[src/rtl/ss5_pkg.sv]
// Shared types, constants and helper functions of the SS5 tone pair generator.
`default_nettype none

package ss5_pkg;

    // Run length limit and phase table geometry
    localparam int DEFAULT_MAX_RUN = 64;
    localparam int TBL_LOG2        = 13;
    localparam int TABLE_LENGTH    = 2 ** TBL_LOG2;
    localparam int FRAC_W          = TBL_LOG2 - 2;

    // Quarter turn in Q30 radians
    localparam logic [30:0] HALF_PI_Q30 = 31'd1686629713;

    // Number of Taylor terms after the linear one
    localparam int TERM_COUNT = 6;

    // Companding law codes
    localparam logic LAW_A  = 1'b0;
    localparam logic LAW_MU = 1'b1;

    // Phase increments per sample, round(f * TABLE_LENGTH / 8000)
    localparam logic [TBL_LOG2-1:0] STEP_700  = TBL_LOG2'((700  * TABLE_LENGTH + 4000) / 8000);
    localparam logic [TBL_LOG2-1:0] STEP_900  = TBL_LOG2'((900  * TABLE_LENGTH + 4000) / 8000);
    localparam logic [TBL_LOG2-1:0] STEP_1100 = TBL_LOG2'((1100 * TABLE_LENGTH + 4000) / 8000);
    localparam logic [TBL_LOG2-1:0] STEP_1300 = TBL_LOG2'((1300 * TABLE_LENGTH + 4000) / 8000);
    localparam logic [TBL_LOG2-1:0] STEP_1500 = TBL_LOG2'((1500 * TABLE_LENGTH + 4000) / 8000);
    localparam logic [TBL_LOG2-1:0] STEP_1700 = TBL_LOG2'((1700 * TABLE_LENGTH + 4000) / 8000);
    localparam logic [TBL_LOG2-1:0] STEP_2400 = TBL_LOG2'((2400 * TABLE_LENGTH + 4000) / 8000);
    localparam logic [TBL_LOG2-1:0] STEP_2600 = TBL_LOG2'((2600 * TABLE_LENGTH + 4000) / 8000);

    // Tone gains scaled by 1e8
    localparam logic [24:0] GAIN_M7DB = 25'd19952623;
    localparam logic [24:0] GAIN_M9DB = 25'd12589254;

    // Gain scaling: divide by 2^15 * 1e8 = 2^23 * 390625
    localparam int          GAIN_SHIFT = 23;
    localparam logic [31:0] GAIN_DIV   = 32'd390625;
    localparam logic [31:0] GAIN_RECIP = 32'((64'd1 << 50) / 64'd390625);
    localparam int          GAIN_QSH   = 50;

    // Taylor term divisors (2k)(2k+1) and their reciprocals in Q32
    localparam logic [7:0]  TERM_DIV_1   = 8'd6;
    localparam logic [7:0]  TERM_DIV_2   = 8'd20;
    localparam logic [7:0]  TERM_DIV_3   = 8'd42;
    localparam logic [7:0]  TERM_DIV_4   = 8'd72;
    localparam logic [7:0]  TERM_DIV_5   = 8'd110;
    localparam logic [7:0]  TERM_DIV_6   = 8'd156;
    localparam logic [31:0] TERM_RECIP_1 = 32'((64'd1 << 32) / 64'd6);
    localparam logic [31:0] TERM_RECIP_2 = 32'((64'd1 << 32) / 64'd20);
    localparam logic [31:0] TERM_RECIP_3 = 32'((64'd1 << 32) / 64'd42);
    localparam logic [31:0] TERM_RECIP_4 = 32'((64'd1 << 32) / 64'd72);
    localparam logic [31:0] TERM_RECIP_5 = 32'((64'd1 << 32) / 64'd110);
    localparam logic [31:0] TERM_RECIP_6 = 32'((64'd1 << 32) / 64'd156);

    // Signalling digit characters
    localparam logic [7:0] CH_0     = "0";
    localparam logic [7:0] CH_1     = "1";
    localparam logic [7:0] CH_2     = "2";
    localparam logic [7:0] CH_3     = "3";
    localparam logic [7:0] CH_4     = "4";
    localparam logic [7:0] CH_5     = "5";
    localparam logic [7:0] CH_6     = "6";
    localparam logic [7:0] CH_7     = "7";
    localparam logic [7:0] CH_8     = "8";
    localparam logic [7:0] CH_9     = "9";
    localparam logic [7:0] CH_STAR  = "*";
    localparam logic [7:0] CH_HASH  = "#";
    localparam logic [7:0] CH_KP1   = "a";
    localparam logic [7:0] CH_KP2   = "b";
    localparam logic [7:0] CH_ST    = "c";
    localparam logic [7:0] CH_LINE_A = "A";
    localparam logic [7:0] CH_LINE_B = "B";
    localparam logic [7:0] CH_LINE_C = "C";

    typedef enum logic [3:0] {
        TONE_NONE,
        TONE_700,
        TONE_900,
        TONE_1100,
        TONE_1300,
        TONE_1500,
        TONE_1700,
        TONE_2400,
        TONE_2600
    } t_tone;

    // Datapath operations, one per cycle
    typedef enum logic [3:0] {
        OP_NONE,
        OP_LOAD,
        OP_PHASE,
        OP_ANGLE,
        OP_SQR,
        OP_TMUL,
        OP_TEST,
        OP_TREM,
        OP_TFIX,
        OP_GMUL,
        OP_GEST,
        OP_GREM,
        OP_GFIX,
        OP_EMIT
    } t_op;

    typedef enum logic [3:0] {
        S_IDLE,
        S_SETUP,
        S_PHASE,
        S_ANGLE,
        S_SQR,
        S_TMUL,
        S_TEST,
        S_TREM,
        S_TFIX,
        S_GMUL,
        S_GEST,
        S_GREM,
        S_GFIX,
        S_EMIT
    } t_state;

    typedef struct packed {
        t_op        op;
        logic [2:0] term_idx;
        logic       tone_sel;
        logic       last;
    } t_dp_cmd;

    typedef struct packed {
        logic found;
        logic has_tone2;
    } t_dp_status;

    typedef struct packed {
        logic  found;
        t_tone tone1;
        t_tone tone2;
    } t_digit_info;

    // Digit to tone pair
    function automatic t_digit_info f_digit_decode(input logic [7:0] code);
        t_digit_info info;
        info.found = 1'b1;
        info.tone1 = TONE_NONE;
        info.tone2 = TONE_NONE;
        unique case (code)
            CH_1: begin info.tone1 = TONE_700;  info.tone2 = TONE_900;  end
            CH_2: begin info.tone1 = TONE_700;  info.tone2 = TONE_1100; end
            CH_3: begin info.tone1 = TONE_900;  info.tone2 = TONE_1100; end
            CH_4: begin info.tone1 = TONE_700;  info.tone2 = TONE_1300; end
            CH_5: begin info.tone1 = TONE_900;  info.tone2 = TONE_1300; end
            CH_6: begin info.tone1 = TONE_1100; info.tone2 = TONE_1300; end
            CH_7: begin info.tone1 = TONE_700;  info.tone2 = TONE_1500; end
            CH_8: begin info.tone1 = TONE_900;  info.tone2 = TONE_1500; end
            CH_9: begin info.tone1 = TONE_1100; info.tone2 = TONE_1500; end
            CH_0: begin info.tone1 = TONE_1300; info.tone2 = TONE_1500; end
            CH_STAR: begin info.tone1 = TONE_700;  info.tone2 = TONE_1700; end
            CH_HASH: begin info.tone1 = TONE_900;  info.tone2 = TONE_1700; end
            CH_KP1:  begin info.tone1 = TONE_1100; info.tone2 = TONE_1700; end
            CH_KP2:  begin info.tone1 = TONE_1300; info.tone2 = TONE_1700; end
            CH_ST:   begin info.tone1 = TONE_1500; info.tone2 = TONE_1700; end
            CH_LINE_A: info.tone1 = TONE_2400;
            CH_LINE_B: info.tone1 = TONE_2600;
            CH_LINE_C: begin info.tone1 = TONE_2400; info.tone2 = TONE_2600; end
            default: info.found = 1'b0;
        endcase
        return info;
    endfunction

    function automatic logic [TBL_LOG2-1:0] f_tone_step(input t_tone tone);
        logic [TBL_LOG2-1:0] step;
        unique case (tone)
            TONE_700:  step = STEP_700;
            TONE_900:  step = STEP_900;
            TONE_1100: step = STEP_1100;
            TONE_1300: step = STEP_1300;
            TONE_1500: step = STEP_1500;
            TONE_1700: step = STEP_1700;
            TONE_2400: step = STEP_2400;
            TONE_2600: step = STEP_2600;
            default:   step = '0;
        endcase
        return step;
    endfunction

    function automatic logic [24:0] f_tone_gain(input t_tone tone);
        logic [24:0] gain;
        unique case (tone)
            TONE_700, TONE_900, TONE_1100,
            TONE_1300, TONE_1500, TONE_1700: gain = GAIN_M7DB;
            TONE_2400, TONE_2600:            gain = GAIN_M9DB;
            default:                         gain = '0;
        endcase
        return gain;
    endfunction

    function automatic logic [7:0] f_term_div(input logic [2:0] idx);
        logic [7:0] d;
        unique case (idx)
            3'd1:    d = TERM_DIV_1;
            3'd2:    d = TERM_DIV_2;
            3'd3:    d = TERM_DIV_3;
            3'd4:    d = TERM_DIV_4;
            3'd5:    d = TERM_DIV_5;
            3'd6:    d = TERM_DIV_6;
            default: d = TERM_DIV_1;
        endcase
        return d;
    endfunction

    function automatic logic [31:0] f_term_recip(input logic [2:0] idx);
        logic [31:0] m;
        unique case (idx)
            3'd1:    m = TERM_RECIP_1;
            3'd2:    m = TERM_RECIP_2;
            3'd3:    m = TERM_RECIP_3;
            3'd4:    m = TERM_RECIP_4;
            3'd5:    m = TERM_RECIP_5;
            3'd6:    m = TERM_RECIP_6;
            default: m = TERM_RECIP_1;
        endcase
        return m;
    endfunction

    // G.711 A-law segment encoder
    function automatic logic [7:0] f_alaw(input logic signed [15:0] x);
        logic [11:0] p;
        logic [11:0] sh;
        logic [7:0]  mask;
        logic [3:0]  seg;
        logic [3:0]  nib;
        if (!x[15]) begin
            mask = 8'hD5;
            p    = x[14:3];
        end else begin
            mask = 8'h55;
            p    = ~x[14:3];
        end
        seg = 4'd0;
        for (int i = 0; i < 8; i++) begin
            if (32'(p) >= (32'd32 << i)) begin
                seg = 4'(i + 1);
            end
        end
        sh  = p >> seg;
        nib = (seg < 4'd2) ? p[4:1] : sh[3:0];
        return {seg[2:0], nib} ^ mask;
    endfunction

    // G.711 mu-law segment encoder, bias 33, clip at 8159
    function automatic logic [7:0] f_ulaw(input logic signed [15:0] x);
        logic [16:0] mag;
        logic [13:0] p;
        logic [13:0] sh;
        logic [7:0]  mask;
        logic [7:0]  code;
        logic [3:0]  seg;
        if (x[15]) begin
            mask = 8'h7F;
            mag  = 17'd0 - {x[15], x};
            p    = 14'((mag + 17'd3) >> 2);
        end else begin
            mask = 8'hFF;
            mag  = {1'b0, x};
            p    = {1'b0, x[14:2]};
        end
        if (p > 14'd8159) begin
            p = 14'd8159;
        end
        p   = p + 14'd33;
        seg = 4'd0;
        for (int i = 0; i < 8; i++) begin
            if (32'(p) >= (32'd64 << i)) begin
                seg = 4'(i + 1);
            end
        end
        sh = p >> (seg + 4'd1);
        if (seg[3]) begin
            code = 8'h7F ^ mask;
        end else begin
            code = {seg[2:0], sh[3:0]} ^ mask;
        end
        return code;
    endfunction

    function automatic logic [7:0] f_compand(input logic signed [15:0] x, input logic law);
        return (law == LAW_MU) ? f_ulaw(x) : f_alaw(x);
    endfunction

endpackage

`default_nettype wire

[src/rtl/ss5_dp.sv]
// Datapath: phase, fixed-point sine series, gain scaling and companding.
`default_nettype none

module ss5_dp
    import ss5_pkg::*;
(
    input  wire logic                i_clk,
    input  wire logic                i_rst_n,
    input  wire t_dp_cmd             i_cmd,
    input  wire logic                i_law_select,
    input  wire logic [7:0]          i_digit_code,
    input  wire logic [TBL_LOG2-1:0] i_start_index,
    output t_dp_status               o_status,
    output logic                     o_strobe,
    output logic [7:0]               o_law_sample,
    output logic                     o_last,
    output logic                     o_unknown_digit
);

    // Transaction context
    logic                r_found;
    t_tone               r_tone1;
    t_tone               r_tone2;
    logic [TBL_LOG2-1:0] r_k;

    // Sine evaluation
    logic [TBL_LOG2-1:0] r_m;
    logic [1:0]          r_quad;
    logic [30:0]         r_th;
    logic [31:0]         r_th2;
    logic [30:0]         r_term;
    logic [31:0]         r_x;
    logic [30:0]         r_qest;
    logic [19:0]         r_rem;
    logic signed [32:0]  r_sum;

    // Gain scaling and sample sum
    logic [31:0]         r_z;
    logic                r_neg;
    logic signed [15:0]  r_acc;

    // Result registers
    logic                r_strobe;
    logic [7:0]          r_law_sample;
    logic                r_last;
    logic                r_unknown;

    t_tone               cur_tone;
    t_digit_info         dec;
    logic [7:0]          term_div;
    logic [31:0]         term_recip;
    logic [FRAC_W:0]     q;
    logic signed [32:0]  sum_abs;
    logic [31:0]         mul_a;
    logic [31:0]         mul_b;
    logic [63:0]         mul_p;
    logic [30:0]         term_new;
    logic signed [32:0]  term_ext;
    logic [13:0]         gain_q;
    logic signed [15:0]  tone_val;

    // Operand selection and the shared multiplier
    always_comb begin
        cur_tone   = i_cmd.tone_sel ? r_tone2 : r_tone1;
        dec        = f_digit_decode(i_digit_code);
        term_div   = f_term_div(i_cmd.term_idx);
        term_recip = f_term_recip(i_cmd.term_idx);
        // fold odd quadrants back onto the rising quarter
        if (r_m[FRAC_W]) begin
            q = (FRAC_W+1)'(1 << FRAC_W) - {1'b0, r_m[FRAC_W-1:0]};
        end else begin
            q = {1'b0, r_m[FRAC_W-1:0]};
        end
        sum_abs = r_sum[32] ? -r_sum : r_sum;
        unique case (i_cmd.op)
            OP_PHASE: begin
                mul_a = 32'(f_tone_step(cur_tone));
                mul_b = 32'(r_k);
            end
            OP_ANGLE: begin
                mul_a = 32'(q);
                mul_b = 32'(HALF_PI_Q30);
            end
            OP_SQR: begin
                mul_a = 32'(r_th);
                mul_b = 32'(r_th);
            end
            OP_TMUL: begin
                mul_a = 32'(r_term);
                mul_b = r_th2;
            end
            OP_TEST: begin
                mul_a = r_x;
                mul_b = term_recip;
            end
            OP_TREM: begin
                mul_a = 32'(r_qest);
                mul_b = 32'(term_div);
            end
            OP_GMUL: begin
                mul_a = sum_abs[31:0];
                mul_b = 32'(f_tone_gain(cur_tone));
            end
            OP_GEST: begin
                mul_a = r_z;
                mul_b = GAIN_RECIP;
            end
            OP_GREM: begin
                mul_a = 32'(r_qest);
                mul_b = GAIN_DIV;
            end
            default: begin
                mul_a = '0;
                mul_b = '0;
            end
        endcase
        mul_p = {32'd0, mul_a} * {32'd0, mul_b};
    end

    // Quotient corrections: estimates are at most one low
    always_comb begin
        term_new = r_qest + 31'(r_rem >= 20'(term_div));
        term_ext = signed'({2'b00, term_new});
        gain_q   = r_qest[13:0] + 14'(r_rem >= GAIN_DIV[19:0]);
        if (r_neg) begin
            tone_val = 16'sd0 - signed'(16'(gain_q));
        end else begin
            tone_val = signed'(16'(gain_q));
        end
    end

    // Datapath registers
    always_ff @(posedge i_clk) begin
        case (i_cmd.op)
            OP_LOAD: begin
                r_found <= dec.found;
                r_tone1 <= dec.tone1;
                r_tone2 <= dec.tone2;
                r_k     <= i_start_index;
                r_acc   <= '0;
            end
            OP_PHASE: r_m <= mul_p[TBL_LOG2-1:0];
            OP_ANGLE: begin
                r_quad <= r_m[TBL_LOG2-1 -: 2];
                r_th   <= mul_p[FRAC_W +: 31];
            end
            OP_SQR: begin
                r_th2  <= mul_p[61:30];
                r_term <= r_th;
                r_sum  <= signed'({2'b00, r_th});
            end
            OP_TMUL: r_x    <= mul_p[61:30];
            OP_TEST: r_qest <= mul_p[62:32];
            OP_TREM: r_rem  <= {10'd0, r_x[9:0] - mul_p[9:0]};
            OP_TFIX: begin
                r_term <= term_new;
                // odd terms of the series are subtracted
                if (i_cmd.term_idx[0]) begin
                    r_sum <= r_sum - term_ext;
                end else begin
                    r_sum <= r_sum + term_ext;
                end
            end
            OP_GMUL: begin
                r_z   <= mul_p[GAIN_SHIFT +: 32];
                r_neg <= r_sum[32] ^ r_quad[1];
            end
            OP_GEST: r_qest <= 31'(mul_p[63:GAIN_QSH]);
            OP_GREM: r_rem  <= r_z[19:0] - mul_p[19:0];
            OP_GFIX: r_acc  <= r_acc + tone_val;
            OP_EMIT: begin
                r_k          <= r_k + TBL_LOG2'(1);
                r_acc        <= '0;
                r_law_sample <= f_compand(r_acc, i_law_select);
                r_last       <= i_cmd.last;
                r_unknown    <= ~r_found;
            end
            default: ;
        endcase
    end

    // Result strobe
    always_ff @(posedge i_clk) begin
        if (!i_rst_n) begin
            r_strobe <= 1'b0;
        end else begin
            r_strobe <= (i_cmd.op == OP_EMIT);
        end
    end

    assign o_status.found     = r_found;
    assign o_status.has_tone2 = (r_tone2 != TONE_NONE);
    assign o_strobe           = r_strobe;
    assign o_law_sample       = r_law_sample;
    assign o_last             = r_last;
    assign o_unknown_digit    = r_unknown;

endmodule

`default_nettype wire

[src/rtl/ss5_ctrl.sv]
// Controller: sequences the datapath through each sample of a run.
`default_nettype none

module ss5_ctrl
    import ss5_pkg::*;
#(
    parameter int MAX_RUN = DEFAULT_MAX_RUN
) (
    input  wire logic       i_clk,
    input  wire logic       i_rst_n,
    input  wire logic       i_start,
    input  wire logic [6:0] i_run_length,
    input  wire t_dp_status i_status,
    output t_dp_cmd         o_cmd,
    output logic            o_busy
);

    localparam int CNT_W = $clog2(MAX_RUN + 1);

    t_state           r_state;
    t_state           n_state;
    logic [CNT_W-1:0] r_count;
    logic [CNT_W-1:0] n_count;
    logic [2:0]       r_term_idx;
    logic [2:0]       n_term_idx;
    logic             r_tone_sel;
    logic             n_tone_sel;
    logic [CNT_W-1:0] run_sat;

    // State register
    always_ff @(posedge i_clk) begin
        if (!i_rst_n) begin
            r_state    <= S_IDLE;
            r_count    <= '0;
            r_term_idx <= 3'd1;
            r_tone_sel <= 1'b0;
        end else begin
            r_state    <= n_state;
            r_count    <= n_count;
            r_term_idx <= n_term_idx;
            r_tone_sel <= n_tone_sel;
        end
    end

    // Run length saturates at the limit
    always_comb begin
        if (int'(i_run_length) > MAX_RUN) begin
            run_sat = CNT_W'(MAX_RUN);
        end else begin
            run_sat = CNT_W'(i_run_length);
        end
    end

    // Next state and commands
    always_comb begin
        n_state        = r_state;
        n_count        = r_count;
        n_term_idx     = r_term_idx;
        n_tone_sel     = r_tone_sel;
        o_cmd.op       = OP_NONE;
        o_cmd.term_idx = r_term_idx;
        o_cmd.tone_sel = r_tone_sel;
        o_cmd.last     = (r_count == CNT_W'(1));
        unique case (r_state)
            S_IDLE: begin
                if (i_start) begin
                    o_cmd.op = OP_LOAD;
                    if (run_sat != '0) begin
                        n_count = run_sat;
                        n_state = S_SETUP;
                    end
                end
            end
            S_SETUP: begin
                n_tone_sel = 1'b0;
                n_state    = i_status.found ? S_PHASE : S_EMIT;
            end
            S_PHASE: begin
                o_cmd.op = OP_PHASE;
                n_state  = S_ANGLE;
            end
            S_ANGLE: begin
                o_cmd.op = OP_ANGLE;
                n_state  = S_SQR;
            end
            S_SQR: begin
                o_cmd.op   = OP_SQR;
                n_term_idx = 3'd1;
                n_state    = S_TMUL;
            end
            S_TMUL: begin
                o_cmd.op = OP_TMUL;
                n_state  = S_TEST;
            end
            S_TEST: begin
                o_cmd.op = OP_TEST;
                n_state  = S_TREM;
            end
            S_TREM: begin
                o_cmd.op = OP_TREM;
                n_state  = S_TFIX;
            end
            S_TFIX: begin
                o_cmd.op = OP_TFIX;
                if (r_term_idx == 3'(TERM_COUNT)) begin
                    n_state = S_GMUL;
                end else begin
                    n_term_idx = r_term_idx + 3'd1;
                    n_state    = S_TMUL;
                end
            end
            S_GMUL: begin
                o_cmd.op = OP_GMUL;
                n_state  = S_GEST;
            end
            S_GEST: begin
                o_cmd.op = OP_GEST;
                n_state  = S_GREM;
            end
            S_GREM: begin
                o_cmd.op = OP_GREM;
                n_state  = S_GFIX;
            end
            S_GFIX: begin
                o_cmd.op = OP_GFIX;
                if (!r_tone_sel && i_status.has_tone2) begin
                    n_tone_sel = 1'b1;
                    n_state    = S_PHASE;
                end else begin
                    n_state = S_EMIT;
                end
            end
            S_EMIT: begin
                o_cmd.op   = OP_EMIT;
                n_count    = r_count - CNT_W'(1);
                n_tone_sel = 1'b0;
                if (r_count == CNT_W'(1)) begin
                    n_state = S_IDLE;
                end else if (i_status.found) begin
                    n_state = S_PHASE;
                end else begin
                    n_state = S_EMIT;
                end
            end
            default: n_state = S_IDLE;
        endcase
    end

    assign o_busy = (r_state != S_IDLE);

endmodule

`default_nettype wire

[src/rtl/ss5_tone_pair_generator_unit.sv]
// SS5 tone pair generator: one G.711 byte per sample of the tone pair of a digit.
// Each sample evaluates the first tone and, for a two-tone digit, the second; an unknown digit
// skips the evaluation. The unit is busy for a whole run of N and takes no new request until
// idle again; each tone takes 31 sequencer steps around the one 32x32 multiplier.
// Reset is synchronous, active low; it idles the sequencer and selects A-law.
// Result bytes are strobed for one cycle each and cannot be held off by the receiver.
`default_nettype none

module ss5_tone_pair_generator_unit
    import ss5_pkg::*;
#(
    parameter int MAX_RUN = DEFAULT_MAX_RUN
) (
    input  wire logic                i_clk,
    input  wire logic                i_rst_n,
    input  wire logic                start,
    output logic                     busy,
    input  wire logic [7:0]          i_digit_code,
    input  wire logic [TBL_LOG2-1:0] i_start_index,
    input  wire logic [6:0]          i_run_length,
    input  wire logic                i_cfg_valid,
    output logic                     o_cfg_ready,
    input  wire logic                i_cfg_data,
    output logic                     o_out_strobe,
    output logic [7:0]               o_law_sample,
    output logic                     o_last,
    output logic                     o_unknown_digit
);

    logic       r_law_select;
    t_dp_cmd    cmd;
    t_dp_status status;
    logic       ctrl_busy;

    // Companding law register
    always_ff @(posedge i_clk) begin
        if (!i_rst_n) begin
            r_law_select <= LAW_A;
        end else if (i_cfg_valid && o_cfg_ready) begin
            r_law_select <= i_cfg_data;
        end
    end

    ss5_ctrl #(
        .MAX_RUN (MAX_RUN)
    ) u_ctrl (
        .i_clk        (i_clk),
        .i_rst_n      (i_rst_n),
        .i_start      (start),
        .i_run_length (i_run_length),
        .i_status     (status),
        .o_cmd        (cmd),
        .o_busy       (ctrl_busy)
    );

    ss5_dp u_dp (
        .i_clk           (i_clk),
        .i_rst_n         (i_rst_n),
        .i_cmd           (cmd),
        .i_law_select    (r_law_select),
        .i_digit_code    (i_digit_code),
        .i_start_index   (i_start_index),
        .o_status        (status),
        .o_strobe        (o_out_strobe),
        .o_law_sample    (o_law_sample),
        .o_last          (o_last),
        .o_unknown_digit (o_unknown_digit)
    );

    assign busy        = ctrl_busy;
    assign o_cfg_ready = ~ctrl_busy;

    // The final byte of a run appears only once the sequencer is idle again
    a_last_idle : assert property (@(posedge i_clk) disable iff (!i_rst_n)
        (o_out_strobe && o_last) |-> !busy)
        else $error("last byte strobed while sequencer still busy");

    // A non-empty transaction always starts the sequencer
    a_start_busy : assert property (@(posedge i_clk) disable iff (!i_rst_n)
        (start && !busy && (i_run_length != 7'd0)) |=> busy)
        else $error("accepted transaction did not start the sequencer");

    // Tone samples need the full series evaluation, never back to back
    a_tone_gap : assert property (@(posedge i_clk) disable iff (!i_rst_n)
        (o_out_strobe && !o_unknown_digit) |=> !o_out_strobe)
        else $error("tone samples strobed in consecutive cycles");

endmodule

`default_nettype wire

[config.mk]
export PLATFORM = sky130hd
export DESIGN_NAME = ss5_tone_pair_generator_unit
export DESIGN_NICKNAME = d
export VERILOG_FILES = /design/src/rtl/ss5_pkg.sv /design/src/rtl/ss5_dp.sv /design/src/rtl/ss5_ctrl.sv /design/src/rtl/ss5_tone_pair_generator_unit.sv
export SDC_FILE = /design/constraint.sdc
export NUM_CORES = 2
export LEC_CHECK = 0
export ABC_AREA = 1
export CAP_MARGIN = 30
export CORE_ASPECT_RATIO = 2
export CORE_MARGIN = 2
export CORE_UTILIZATION = 35
export DETAILED_ROUTE_END_ITERATION = 8
export DONT_BUFFER_PORTS = 1
export PLACE_DENSITY = 0.56
export SLEW_MARGIN = 25
export SYNTH_ARGS = -nofsm -noshare
export SYNTH_HDL_FRONTEND = slang
export SYNTH_SLANG_ARGS = --single-unit
[constraint.sdc]
create_clock -name i_clk -period 13.4 [get_ports i_clk]
set_input_delay 2.68 -clock i_clk [delete_from_list [all_inputs] [get_ports i_clk]]
set_output_delay 2.68 -clock i_clk [all_outputs]
set_load 0.005 [all_outputs]
==> summary.md <==
| Metric | Value |
|---|---|
| Status | finished, final reports clean |
| Crit share post-route | 89.0% |
| Aggregate global routing overflow | 0 |
| Die Y | 565 µm |
| Post-route DRC violation count | 0 |
| Top post-synthesis cells by area | fa_1 33%, edfxtp_1 17%, inv_1 11% |
| Setup Fix Bufs, Post-CTS | 0 |
| Cts hold-fix bufs | 0 |
| Slew headroom | between 20% and 30% |
| WP buf/inv | 9 |
| GRT Total Usage | ~30% |
| Area grow syn2layout | 7.66% |
| Leak Pwr | about 29 nW |
| 1st-iter DRT viols | about 2900 |
| Dpl hpwl | about 200000 µm |
| Pin count of the biggest net entering global routing | 60 |
| Clock sink count | between 300 and 400 |
| Util after Layout | between 30% and 40% |
| Setup TNS | 0 ns |
| Filler Cells Inserted | approximately 16000 |
| Initial Utilization | a little over a third |
| CTS HTree Levels | 1 |
| CTS root buf | clkbuf_16 |
| Max FO, Critical Path | 14 |
| Worst hold-check path type | flip-flop to flip-flop |
| Register area share after synthesis | roughly 17% |
| Synth area leader | fa_1 |
| CTS tree | yes |
| DR vias | roughly 47000 |
| Max clock buf depth | 3 |
| Post-CTS resize count | 0 |
| Pwr/cell area | 212 nW/µm² |
| RSZ-0062 raised after global routing | no |
| Cells after Synth | between 6000 and 7000 |
| Worst EP required | 13.74 ns |
| CTS buffer count | 28 |
| Reg2reg setup slack | approximately 1.5 ns |
| Critical Path Sink Type | flip-flop |
| Netlist Area Pre-Place | 55100 µm² |
| Count leader, synth | inv_1 |
| Final net count | 8110 |
| Max Transition Viols Final | 0 |
| Routed WL | ~240000 µm |
| Port bufs | 0 |
| Async set or reset register ratio after synthesis | 0% |
| Fmax | between 80 and 90 MHz |
| Io pins | 46 |
| Clk Latency, worst-skew pair | 0.62 ns |
| Slowest-stage cell, CP | fa_1 |
| Critical path class | flip-flop to flip-flop |
| Fin Hold WS | roughly 0.42 ns |
| Vias in the first global route | just over 50000 |
| DP Worst Slack | roughly 1.6 ns |
| Max Cap Viol | 0 |
| Worst ir drop on vdd | 0.000110 V |
| Vias per cell | around 5.3 |
| Arrival time worst endpoint | around 12 ns |
| Area after DPL | around 60000 µm² |
| Syn_area_per_cell | ~8 µm² |
| Top FF cell, synth | edfxtp_1 |
| Top-area cell type share of the netlist area | between 30% and 40% |
| Cell area after layout | about 59000 µm² |
| Layout cells sized above 1 | approximately 5.4% |
| Die Area | about 160000 µm² |
| Antenna viol nets, final | 0 |
| Worst-path clk slew | roughly 0.08 ns |
| Ys Warns | 0 |
| Final hold vios | 0 |
| DR pass1 iterations | 7 |
| Drt wl/cell | 26.7 µm |
| Synthesized flop and latch total | 322 |
| Die Width | between 200 and 300 µm |
| Final WS setup | 1.47 ns |
| Number of synthesized flops with an enable pin | about 300 |
| Worst-Margin Slew | roughly 1.1 ns |
| Clk_skew | ~0.015 ns |
| First-pass GRT wire length | between 300000 and 400000 µm |
| RePlAce Congestion | 1.07 |
| Final setup violation count | 0 |
| CP Launch Type | flip-flop |
| Final min period | 11.93 ns |
| Worst path max stage delay | approximately 0.75 ns |
| Initial antenna violation count | 4 |
| CP top delay family | adder cells |
| Synth cell types | 71 |
| FP Rows | a little over 200 |
| Most instantiated cells after synthesis | 1560 x inv_1, 1296 x nand2_1, 900 x fa_1, 856 x nor2_1, 365 x ha_1 |
| Core area | between 150000 and 200000 µm² |
==> placed cells by master, fill, tap and decap left out, types with 21 or more instances in the layout <==
cell	n
clkbuf_16	29
nand2_2	23
inv_1	1557
xnor2_1	56
fa_1	900
buf_4	164
clkinv_1	23
nor2_1	843
o21ai_0	252
xor2_1	129
o31ai_1	21
inv_2	26
nand2_1	1293
nand3_1	154
a21oi_1	234
edfxtp_1	305
nand4_1	39
nor3_1	61
ha_1	365
==> layer usage <==
metal	routed length [µm]	vias up	global-route usage [%]	part of all wire [%]
met3	11900	1001	4.03	5.0
met2	126000	2014	56.1	53
met1	67600	23500	24.7	28
met4	32800	2	32.9	14
met5	10	-	0	0.0042
li1	-	20700	-	-
==> kinds of logic after synthesis <==
logic type	share of synthesized area [%]
DFF	17.3
other	0.00681
adders and majority gates	41.0
buffers and inverters	12.6
xor gates and xnor gates	2.97
and+or+nand+nor	19.0
muxes	0.0182
AOI/OAI and AO/OA	7.13
==> final cells by class <==
cell class / count / area, µm² / area share, %
Multi-Input combinational cell: 4683 / 38900 / 65.6
Sequential cell: 322 / 9500 / 16.0
Inverter: 1605 / 6020 / 10.2
Tap cell: 2070 / 2590 / 4.37
Timing Repair Buffer: 172 / 1350 / 2.28
Clock buffer: 38 / 810 / 1.37
Clock inverter: 13 / 138 / 0.232
Antenna cell: 3 / 7.51 / 0.0127
==> state kept, by name, summed over array words and instances, names as in the netlist, 4 cells and up <==
register           cells
u_dp.r_sum            33
u_dp.r_th2            32
u_dp.r_x              32
u_dp.r_z              32
u_dp.r_qest           31
u_dp.r_term           31
u_dp.r_th             31
u_dp.r_rem            20
u_dp.r_acc            16
u_dp.r_k              13
u_dp.r_m              13
u_dp.o_law_sample      8
u_ctrl.r_count         7
u_ctrl.r_state         4
u_dp.r_tone1           4
u_dp.r_tone2           4
==> through the flow <==
step,total power [mW],cells
3_3_place_gp,11.4,8845
2_1_floorplan,7.56,6834
3_5_place_dp,11.5,8848
4_1_cts,12.4,8899
6_report,12.5,8906
5_1_grt,13.3,8904
==> where the power goes <==
part	switching (mW)	internal, mW	leakage [nW]
registers	0.205	1.65	2.95
clock network	0.437	0.467	0.467
logic	6.97	2.81	25.5
==> worst register-to-register path, delay by kind of cell (launching register included) <==
family | cells | cell delay, ns
and+or+nand+nor | 18 | 3.50
xor gates and xnor gates | 1 | 0.53
adders and majority gates | 10 | 4.91
buffers and inverters | 9 | 1.34
AOI/OAI and AO/OA | 6 | 0.87
DFF | 1 | 0.51
==> worst paths after layout <==
path	startpoint	to	cells past startpoint
worst max register to register	u_dp.r_sum[1]$_DFFE_PP_	u_dp.r_qest[10]$_DFFE_PP_	44
worst max-delay path	u_dp.r_sum[1]$_DFFE_PP_	u_dp.r_qest[10]$_DFFE_PP_	44
worst min-delay path	u_dp.r_m[12]$_DFFE_PN_	u_dp.r_quad[1]$_DFFE_PP_	0
worst min register to register	u_dp.r_m[12]$_DFFE_PN_	u_dp.r_quad[1]$_DFFE_PP_	0
Note: power is estimated with default switching activity, not from simulation.
